[src/design/led_mux_with_button_scan_top_defines.svh]
// ----------------------------------------------------------------------------
// led_mux_with_button_scan_top_defines.svh
// Assertion macros used by the display and key scan top level.
// ----------------------------------------------------------------------------
`ifndef LED_MUX_WITH_BUTTON_SCAN_TOP_DEFINES_SVH
`define LED_MUX_WITH_BUTTON_SCAN_TOP_DEFINES_SVH

`ifndef SYNTHESIS
// same-cycle implication
`define LMBS_ASSERT_NOW(label, clk, rst_n, ante, cons) \
    label: assert property (@(posedge clk) disable iff (!rst_n) (ante) |-> (cons)) \
        else $error("lmbs assertion failed");
// next-cycle implication
`define LMBS_ASSERT_NEXT(label, clk, rst_n, ante, cons) \
    label: assert property (@(posedge clk) disable iff (!rst_n) (ante) |=> (cons)) \
        else $error("lmbs assertion failed");
`else
`define LMBS_ASSERT_NOW(label, clk, rst_n, ante, cons)
`define LMBS_ASSERT_NEXT(label, clk, rst_n, ante, cons)
`endif

`endif

[src/design/lmbs_pkg.sv]
// ----------------------------------------------------------------------------
// lmbs_pkg
// Types, codes and the segment table of the display and key scan block.
// ----------------------------------------------------------------------------
`timescale 1ns / 1ps

package lmbs_pkg;

    localparam int NUM_DIGITS = 4;

    // request kinds
    typedef enum logic [1:0] {
        REQ_WRITE  = 2'd0,
        REQ_SCAN   = 2'd1,
        REQ_SAMPLE = 2'd2
    } t_req;

    // configuration register indexes
    localparam logic [1:0] CFG_PRESS   = 2'd0;
    localparam logic [1:0] CFG_LONG    = 2'd1;
    localparam logic [1:0] CFG_FLOOR   = 2'd2;

    localparam logic [7:0] PRESS_RST = 8'd5;
    localparam logic [7:0] LONG_RST  = 8'd100;
    localparam logic [7:0] FLOOR_RST = 8'd1;

    localparam logic [7:0] SEG_BLANK = 8'h00;

    // debounce step result for one button
    typedef struct packed {
        logic [7:0] counter;
        logic       set_short;
        logic       set_long;
        logic       clear;
    } t_dbn_res;

    function automatic logic [7:0] seg_lookup(input logic [3:0] code);
        logic [7:0] seg;
        case (code)
            4'd0:    seg = 8'h6f;
            4'd1:    seg = 8'h60;
            4'd2:    seg = 8'ha7;
            4'd3:    seg = 8'he6;
            4'd4:    seg = 8'he8;
            4'd5:    seg = 8'hce;
            4'd6:    seg = 8'hcf;
            4'd7:    seg = 8'h62;
            4'd8:    seg = 8'hef;
            4'd9:    seg = 8'hee;
            4'd10:   seg = 8'h80;
            4'd12:   seg = 8'haa;
            default: seg = SEG_BLANK; // blank and codes above twelve
        endcase
        return seg;
    endfunction

endpackage

[src/design/lmbs_if.sv]
// ----------------------------------------------------------------------------
// lmbs_if
// Valid/ready channels for requests and results.
// ----------------------------------------------------------------------------
`timescale 1ns / 1ps

interface lmbs_req_if;
    logic       valid;
    logic       ready;
    logic [1:0] req_type;
    logic [1:0] digit_position;
    logic [3:0] digit_code;
    logic       button_level;

    modport source (output valid, req_type, digit_position, digit_code, button_level,
                    input ready);
    modport sink   (input valid, req_type, digit_position, digit_code, button_level,
                    output ready);
endinterface

interface lmbs_res_if;
    logic       valid;
    logic       ready;
    logic [7:0] segments;
    logic [3:0] digit_enable;
    logic [7:0] button_flags;

    modport source (output valid, segments, digit_enable, button_flags, input ready);
    modport sink   (input valid, segments, digit_enable, button_flags, output ready);
endinterface

[src/design/lmbs_debounce.sv]
// ----------------------------------------------------------------------------
// lmbs_debounce
// One debounce step of the selected button's press counter.
// ----------------------------------------------------------------------------
`timescale 1ns / 1ps

module lmbs_debounce import lmbs_pkg::*; (
    input  logic [7:0] i_counter,
    input  logic       i_level,
    input  logic [7:0] i_press,
    input  logic [7:0] i_long,
    input  logic [7:0] i_floor,
    output t_dbn_res   o_res
);

    logic [7:0] c_inc;
    logic [7:0] c_cap;
    logic [7:0] c_dec;

    always_comb begin
        c_inc = (i_counter != 8'hff) ? i_counter + 8'd1 : i_counter;
        c_cap = (i_counter > i_press) ? i_press : i_counter;
        c_dec = c_cap - 8'd1;
        o_res = '0;
        if (i_level) begin
            o_res.counter = c_inc;
            if (c_inc == i_press) begin
                o_res.set_short = 1'b1;
            end else if (c_inc == i_long) begin
                o_res.set_long = 1'b1;
            end else if (c_inc > i_long) begin
                o_res.counter = i_long;
            end
        end else begin
            // falling under the floor (or zero) releases the button
            if (c_cap == 8'd0 || c_dec < i_floor) begin
                o_res.counter = i_floor;
                o_res.clear   = 1'b1;
            end else begin
                o_res.counter = c_dec;
            end
        end
    end

endmodule

[src/design/led_mux_with_button_scan_top.sv]
// ----------------------------------------------------------------------------
// led_mux_with_button_scan_top
// Four-digit multiplexed seven-segment driver with per-digit key debounce.
// ----------------------------------------------------------------------------
//  channel     | dir | handshake   | payload
//  i_req_ch    | in  | valid/ready | req_type, digit_position, digit_code, button_level
//  o_res_ch    | out | valid/ready | segments, digit_enable, button_flags
//  i_cfg_*     | in  | write only  | i_cfg_idx, i_cfg_wdata
//
//  One transaction per cycle unless the result is stalled; input register, then result register.
//  Each transaction gives exactly one result showing the state after it.
//  Ready drops only while both the input and result registers are full and
//  the result is not taken. Synchronous active-low reset clears all but payload registers.
// ----------------------------------------------------------------------------
`timescale 1ns / 1ps
`include "led_mux_with_button_scan_top_defines.svh"

module led_mux_with_button_scan_top import lmbs_pkg::*; (
    input  logic       i_clk,
    input  logic       i_rst_n,
    input  logic       i_cfg_we,
    input  logic [1:0] i_cfg_idx,
    input  logic [7:0] i_cfg_wdata,
    lmbs_req_if.sink   i_req_ch,
    lmbs_res_if.source o_res_ch
);

    // configuration
    logic [7:0] r_press, r_long, r_floor;

    // input register
    logic       r_in_valid;
    logic [1:0] r_in_req;
    logic [1:0] r_in_pos;
    logic [3:0] r_in_code;
    logic       r_in_level;

    // block state
    logic [1:0] r_scan,   n_scan;
    logic [7:0] r_patterns [NUM_DIGITS];
    logic [7:0] n_patterns [NUM_DIGITS];
    logic [7:0] r_counters [NUM_DIGITS];
    logic [7:0] n_counters [NUM_DIGITS];
    logic [7:0] r_flags,  n_flags;
    logic       r_on,     n_on;

    // result register
    logic       r_out_valid;
    logic [7:0] r_out_seg;
    logic [3:0] r_out_en;
    logic [7:0] r_out_flags;

    logic       w_out_free;
    logic       w_proc;
    logic       w_in_acc;
    logic [3:0] w_bit;
    t_dbn_res   w_dbn;

    assign w_out_free = !r_out_valid || o_res_ch.ready;
    assign w_proc     = r_in_valid && w_out_free;
    assign i_req_ch.ready = !r_in_valid || w_out_free;
    assign w_in_acc   = i_req_ch.valid && i_req_ch.ready;

    assign o_res_ch.valid        = r_out_valid;
    assign o_res_ch.segments     = r_out_seg;
    assign o_res_ch.digit_enable = r_out_en;
    assign o_res_ch.button_flags = r_out_flags;

    lmbs_debounce u_debounce (
        .i_counter (r_counters[r_scan]),
        .i_level   (r_in_level),
        .i_press   (r_press),
        .i_long    (r_long),
        .i_floor   (r_floor),
        .o_res     (w_dbn)
    );

    assign w_bit = 4'(4'b0001 << r_scan);

    always_comb begin
        n_scan     = r_scan;
        n_patterns = r_patterns;
        n_counters = r_counters;
        n_flags    = r_flags;
        n_on       = r_on;
        if (w_proc) begin
            case (r_in_req)
                REQ_WRITE: begin
                    n_patterns[r_in_pos] = seg_lookup(r_in_code);
                end
                REQ_SCAN: begin
                    n_scan = r_scan + 2'd1;
                    n_on   = 1'b1;
                end
                REQ_SAMPLE: begin
                    n_counters[r_scan] = w_dbn.counter;
                    n_flags = r_flags
                            | ({4'b0000, w_bit} & {8{w_dbn.set_short}})
                            | ({w_bit, 4'b0000} & {8{w_dbn.set_long}});
                    if (w_dbn.clear) begin
                        n_flags = n_flags & ~{w_bit, w_bit};
                    end
                    n_on = 1'b0;
                end
                default: ; // unused kind leaves the state alone
            endcase
        end
    end

    always_ff @(posedge i_clk) begin
        if (!i_rst_n) begin
            r_press     <= PRESS_RST;
            r_long      <= LONG_RST;
            r_floor     <= FLOOR_RST;
            r_in_valid  <= 1'b0;
            r_out_valid <= 1'b0;
            r_scan      <= '0;
            r_flags     <= '0;
            r_on        <= 1'b0;
            for (int i = 0; i < NUM_DIGITS; i++) begin
                r_patterns[i] <= SEG_BLANK;
                r_counters[i] <= '0;
            end
        end else begin
            if (i_cfg_we) begin
                case (i_cfg_idx)
                    CFG_PRESS: r_press <= i_cfg_wdata;
                    CFG_LONG:  r_long  <= i_cfg_wdata;
                    CFG_FLOOR: r_floor <= i_cfg_wdata;
                    default:   ;
                endcase
            end
            if (i_req_ch.ready) begin
                r_in_valid <= i_req_ch.valid;
            end
            if (w_out_free) begin
                r_out_valid <= r_in_valid;
            end
            r_scan     <= n_scan;
            r_patterns <= n_patterns;
            r_counters <= n_counters;
            r_flags    <= n_flags;
            r_on       <= n_on;
        end
    end

    // payload registers
    always_ff @(posedge i_clk) begin
        if (w_in_acc) begin
            r_in_req   <= i_req_ch.req_type;
            r_in_pos   <= i_req_ch.digit_position;
            r_in_code  <= i_req_ch.digit_code;
            r_in_level <= i_req_ch.button_level;
        end
        if (w_proc) begin
            r_out_seg   <= n_patterns[n_scan];
            r_out_en    <= n_on ? 4'(4'b0001 << n_scan) : 4'b0000;
            r_out_flags <= n_flags;
        end
    end

    `LMBS_ASSERT_NEXT(a_scan_lights, i_clk, i_rst_n,
        w_proc && r_in_req == REQ_SCAN, $onehot(r_out_en) && r_out_valid)
    `LMBS_ASSERT_NEXT(a_sample_blanks, i_clk, i_rst_n,
        w_proc && r_in_req == REQ_SAMPLE, r_out_en == 4'b0000)
    `LMBS_ASSERT_NEXT(a_no_drop, i_clk, i_rst_n,
        r_in_valid && !w_out_free, r_in_valid && r_out_valid)
    `LMBS_ASSERT_NEXT(a_write_shows, i_clk, i_rst_n,
        w_proc && r_in_req == REQ_WRITE && r_in_pos == r_scan,
        r_out_seg == seg_lookup($past(r_in_code)))

endmodule

[src/flat_wrapper.sv]
// flat-port wrapper written by rule: the top's interface ports become plain ports
module led_mux_with_button_scan_top_flat import lmbs_pkg::*;
  (i_clk, i_rst_n, i_cfg_we, i_cfg_idx, i_cfg_wdata, i_req_ch_valid, i_req_ch_req_type, i_req_ch_digit_position, i_req_ch_digit_code, i_req_ch_button_level, i_req_ch_ready, o_res_ch_valid, o_res_ch_segments, o_res_ch_digit_enable, o_res_ch_button_flags, o_res_ch_ready);
  lmbs_req_if i_req_ch_i ();
  lmbs_res_if o_res_ch_i ();
  input  logic i_clk;
  input  logic i_rst_n;
  input  logic i_cfg_we;
  input  logic [1:0] i_cfg_idx;
  input  logic [7:0] i_cfg_wdata;
  input wire logic [$bits(i_req_ch_i.valid)-1:0] i_req_ch_valid;
  input wire logic [$bits(i_req_ch_i.req_type)-1:0] i_req_ch_req_type;
  input wire logic [$bits(i_req_ch_i.digit_position)-1:0] i_req_ch_digit_position;
  input wire logic [$bits(i_req_ch_i.digit_code)-1:0] i_req_ch_digit_code;
  input wire logic [$bits(i_req_ch_i.button_level)-1:0] i_req_ch_button_level;
  output wire logic [$bits(i_req_ch_i.ready)-1:0] i_req_ch_ready;
  output wire logic [$bits(o_res_ch_i.valid)-1:0] o_res_ch_valid;
  output wire logic [$bits(o_res_ch_i.segments)-1:0] o_res_ch_segments;
  output wire logic [$bits(o_res_ch_i.digit_enable)-1:0] o_res_ch_digit_enable;
  output wire logic [$bits(o_res_ch_i.button_flags)-1:0] o_res_ch_button_flags;
  input wire logic [$bits(o_res_ch_i.ready)-1:0] o_res_ch_ready;
  assign i_req_ch_i.valid = i_req_ch_valid;
  assign i_req_ch_i.req_type = i_req_ch_req_type;
  assign i_req_ch_i.digit_position = i_req_ch_digit_position;
  assign i_req_ch_i.digit_code = i_req_ch_digit_code;
  assign i_req_ch_i.button_level = i_req_ch_button_level;
  assign i_req_ch_ready = i_req_ch_i.ready;
  assign o_res_ch_valid = o_res_ch_i.valid;
  assign o_res_ch_segments = o_res_ch_i.segments;
  assign o_res_ch_digit_enable = o_res_ch_i.digit_enable;
  assign o_res_ch_button_flags = o_res_ch_i.button_flags;
  assign o_res_ch_i.ready = o_res_ch_ready;
  led_mux_with_button_scan_top u_core (.i_clk(i_clk), .i_rst_n(i_rst_n), .i_cfg_we(i_cfg_we), .i_cfg_idx(i_cfg_idx), .i_cfg_wdata(i_cfg_wdata), .i_req_ch(i_req_ch_i), .o_res_ch(o_res_ch_i));
endmodule
[config.mk]
export PLATFORM = sky130hd
export DESIGN_NAME = led_mux_with_button_scan_top_flat
export DESIGN_NICKNAME = d
export VERILOG_FILES = /design/src/design/lmbs_pkg.sv /design/src/design/lmbs_if.sv /design/src/design/lmbs_debounce.sv /design/src/design/led_mux_with_button_scan_top.sv /design/src/flat_wrapper.sv
export VERILOG_INCLUDE_DIRS = /design/src /design/src/design
export SDC_FILE = /design/constraint.sdc
export NUM_CORES = 1
export LEC_CHECK = 0
export BUFFER_PORTS_ARGS = -buffer_cell sky130_fd_sc_hd__buf_2
export CAP_MARGIN = 20
export CORE_UTILIZATION = 45
export DETAILED_ROUTE_END_ITERATION = 12
export GPL_TIMING_DRIVEN = 0
export SYNTH_ARGS = -nofsm -noshare
export SYNTH_HDL_FRONTEND = slang
export SYNTH_SLANG_ARGS = --single-unit
[constraint.sdc]
create_clock -name i_clk -period 6.3 [get_ports i_clk]
set_input_delay 0.63 -clock i_clk [delete_from_list [all_inputs] [get_ports i_clk]]
set_output_delay 0.63 -clock i_clk [all_outputs]
set_load 0.03 [all_outputs]
==> metrics.txt <==
simple-gate area share of the yosys netlist=19.4%; Mapped Nets=884; initial antenna violation count=0; Internal=0.00166 W; Crit path largest cell delay=0.57 ns; antenna-violating nets left=0; Rel. slew slack=41.0%; wire per inst=18.9 µm; Hold Path Depth=1; Total GRT Usage=25.0%; worst endpoint required time=6.62 ns; Final Util=53.8%; Setup Buffers After CTS=0; Buffers on Ports=45; cell total after placement=1085; Max Root-Sink Buffers=2; Static Leak=3.33 nW; final setup TNS=0 ns; clock share of power=45.1%; vias in the first global route=6076; Synth area leaders=dfxtp_1, edfxtp_1, ha_1; share of cells above drive strength 1=13.3%; adder-cell share of the synthesized area=6.17%; post-synthesis sequential area ratio=40.4%; filler instances=1497; Synth cell types=70; Syn Area/Cell=9.12 µm²; fraction of synthesis flops using an asynchronous set or reset pin=0%; Starting Density=46.8%; Top Family by Delay on Critical Path=compound AO/OA/AOI/OAI gates; Slew Viols, Final=0; Setup CP Type=reg -> reg; number of max-cap violations=0; core area=0.0161 mm²; die area=0.0172 mm²; DRT Pass-1 Iters=6; H-tree levels=4; antenna diode count=0; status=finished, final reports clean; TritonCTS clock tree=done; Startpoint Class=register; Ys Warns=0; number of remaining DRC errors=0; combinational power share=12.8%; Final Skew=0.0112 ns; clock edge transition at the registers on the reported setup and hold paths=0.06 ns; Die W=131 µm; num rows=46; vias per inst=5.80; Slowest-stage cell, CP=mux4_2; Overflow after GRT=0; post-synthesis cell count=823; hpwl dp=16.3 mm; hold slack=0.392 ns; sw frac=25.9%; PD cells=260 mW/mm²; Sw Pwr=0.000581 W; nets=950; WL final=21.2 mm; Final Hold Vio Count=0; Worst Reg-to-Reg Cells=22; worst-path maximum fanout=10; EDFF count, synth=29; class of the worst hold path=in -> reg; final setup fails=0; Starting DRT DRC Count=463; mux share of post-synthesis cell area=7.40%; critical path cell sequence=buf_6, mux4_2, clkbuf_1, ha_1, a21boi_0, o32a_1, clkbuf_1, clkbuf_2, o211ai_1, o21ai_0, or2_2, ha_1, nand2_1, nor2_1, a21oi_1, nand3_1, mux2i_1, nor3_1, clkbuf_4, mux2i_1, a221o_1, o31ai_1; top-area cell type share of the netlist area=28.8%; XOR/XNOR Fraction of Synth Area=2.33%; Power, Total=0.00224 W; fin cells=1118; ys flop type=dfxtp_1; crit path DAT=6.22 ns; Num CTS Buffers=17; Root Buffer=clkbuf_16; Worst setup EP type=register; post-synthesis register bit count=137; via count=6479; Crit. path cell count=22; Placer Congestion=0.881; die height=131 µm; area leader, netlist=dfxtp_1; I/O Pins=46; Worst-Skew Late Latency=0.42 ns; crit path buf inv count=5; post-synthesis compound-gate area fraction=19.4%; Final period util=93.6%; largest family of logic cells by synthesized area=compound AO/OA/AOI/OAI gates; largest net degree at the start of global routing=22; Flop pwr share=42.0%; Max VDD drop=0.000209 V; multi-input logic area=0.00411 mm²; register area=0.00303 mm²; clk sinks=137; RSZ-0062 raised after global routing=no; min Tclk post-route=5.89 ns; Max Freq=170 MHz; Area Overhead vs Synth=15.1%; Worst-Margin Slew=0.879 ns; first-pass GRT wire length=33.2 mm; synthesized area=0.00751 mm²
-- final timing paths --
kind | endpoint | from | slack, ns
worst max-delay path | u_core.r_counters[28] | u_core.r_scan[0] | 0.41
worst min-delay path | u_core.r_in_pos[1] | i_req_ch_digit_position[1] | 0.39
worst max register to register | u_core.r_counters[28] | u_core.r_scan[0] | 0.41
worst min register to register | u_core.r_patterns[31] | u_core.r_patterns[31] | 0.47
-- synthesized netlist by cell type (2+ instances only) --
library cell and n:
a21boi_0 30, a21o_1 4, a21oi_1 47, a221oi_2 3
a22oi_1 2, a31oi_1 9, a32oi_1 2, a41oi_1 8
and2_1 9, and2_4 2, and3_1 15, buf_1 3
buf_2 5, buf_6 5, clkbuf_1 36, dfxtp_1 108
edfxtp_1 29, ha_1 37, inv_1 34, mux2_2 6
mux2i_1 30, mux4_1 2, mux4_2 6, nand2_1 106
nand2b_1 2, nand3_1 39, nand3b_1 3, nand4_1 7
nor2_1 51, nor2b_1 27, nor3_1 19, nor3b_1 9
o211ai_1 9, o21a_1 4, o21ai_0 29, o221ai_1 14
o22a_1 2, o31a_1 2, o31ai_1 15, or3_1 5
xnor2_1 17, xor2_1 3
-- worst register-to-register path: cells and delay by family, from the launching register on --
| family | cells | cell delay (ns) |
|---|---|---|
| adders and majority gates | 2 | 0.66 |
| AOI/OAI and AO/OA | 7 | 1.61 |
| DFF | 1 | 0.47 |
| and+or+nand+nor | 5 | 0.93 |
| buffers and inverters | 5 | 1.31 |
| muxes | 3 | 0.82 |
-- cells in the final DEF, fill, tap and decap left out, types with 3 or more instances in the layout --
cell type  instances
dfxtp_1          108
nand2_1          106
nor2_1            51
buf_2             50
a21oi_1           47
nand3_1           39
clkbuf_1          38
ha_1              37
inv_1             34
a21boi_0          30
mux2i_1           30
o21ai_0           29
edfxtp_1          29
nor2b_1           27
clkbuf_16         20
nor3_1            19
xnor2_1           17
and3_1            15
o31ai_1           15
o221ai_1          14
o211ai_1           9
and2_1             9
a31oi_1            9
nor3b_1            9
a41oi_1            8
nand4_1            7
mux4_2             6
mux2_2             6
buf_6              5
or3_1              5
a21o_1             4
o21a_1             4
nand3b_1           3
xor2_1             3
a221oi_2           3
-- metrics by stage --
| stage | setup slack [ns] | cell area, µm² |
|---|---|---|
| after floorplan | 1.35 | 7510 |
| after global placement | 0.369 | 8000 |
| after detailed placement | 0.281 | 8020 |
| after CTS | 0.276 | 8630 |
| after global routing | 0.000582 | 8640 |
| final | 0.406 | 8640 |
-- per-layer routing --
layer  global-route usage (%)  up-vias  routed length (µm)
li1                         -     3114                   -
met1                     34.7     3092               10100
met2                     38.7      245                9520
met3                     5.02       28                1270
met4                     8.04        0                 309
met5                        0        -                   0
-- state kept, by name, indices dropped and copies added (netlist names), 2 cells and up, named ones only --
register and flops:
u_core.o_res_ch.button_flags 8, u_core.o_res_ch.digit_enable 4, u_core.o_res_ch.segments 8, u_core.r_counters 32
u_core.r_flags 8, u_core.r_floor 8, u_core.r_in_code 4, u_core.r_in_pos 2
u_core.r_in_req 2, u_core.r_long 8, u_core.r_patterns 32, u_core.r_press 8
u_core.r_scan 2
-- power by group through the flow --
| stage | registers (W) | clock network (W) | logic, W |
|---|---|---|---|
| 4_1_cts | 0.000943 | 0.00102 | 0.000285 |
| 2_1_floorplan | 0.000963 | 0 | 0.000194 |
| 3_3_place_gp | 0.000961 | 0 | 0.000277 |
| 6_report | 0.000943 | 0.00101 | 0.000288 |
| 5_1_grt | 0.000946 | 0.00106 | 0.000315 |
| 3_5_place_dp | 0.000962 | 0 | 0.000283 |
-- area by class of cell --
| class | count | area share, % |
|---|---|---|
| multi-input cells | 602 | 47.6 |
| repair buffers | 47 | 2.84 |
| clock buffers | 24 | 6.20 |
| well taps | 216 | 3.13 |
| inverters | 34 | 1.48 |
| flip-flops and latches | 137 | 35.1 |
| clock inverters | 8 | 0.898 |
| plain buffers | 50 | 2.77 |
-- cells by family after synthesis --
| logic type | count (synthesis) |
|---|---|
| flops | 137 |
| compound gates | 201 |
| xor+xnor | 20 |
| simple gates | 300 |
| fa+ha+maj | 37 |
| buf+inv | 84 |
| mux | 44 |
-- timing repair --
action	4_1_cts	5_1_grt
endpoints found under the setup margin	0	21
resized for setup	0	2
hold buffers	0	0
Power figures use the tool's default switching activity.
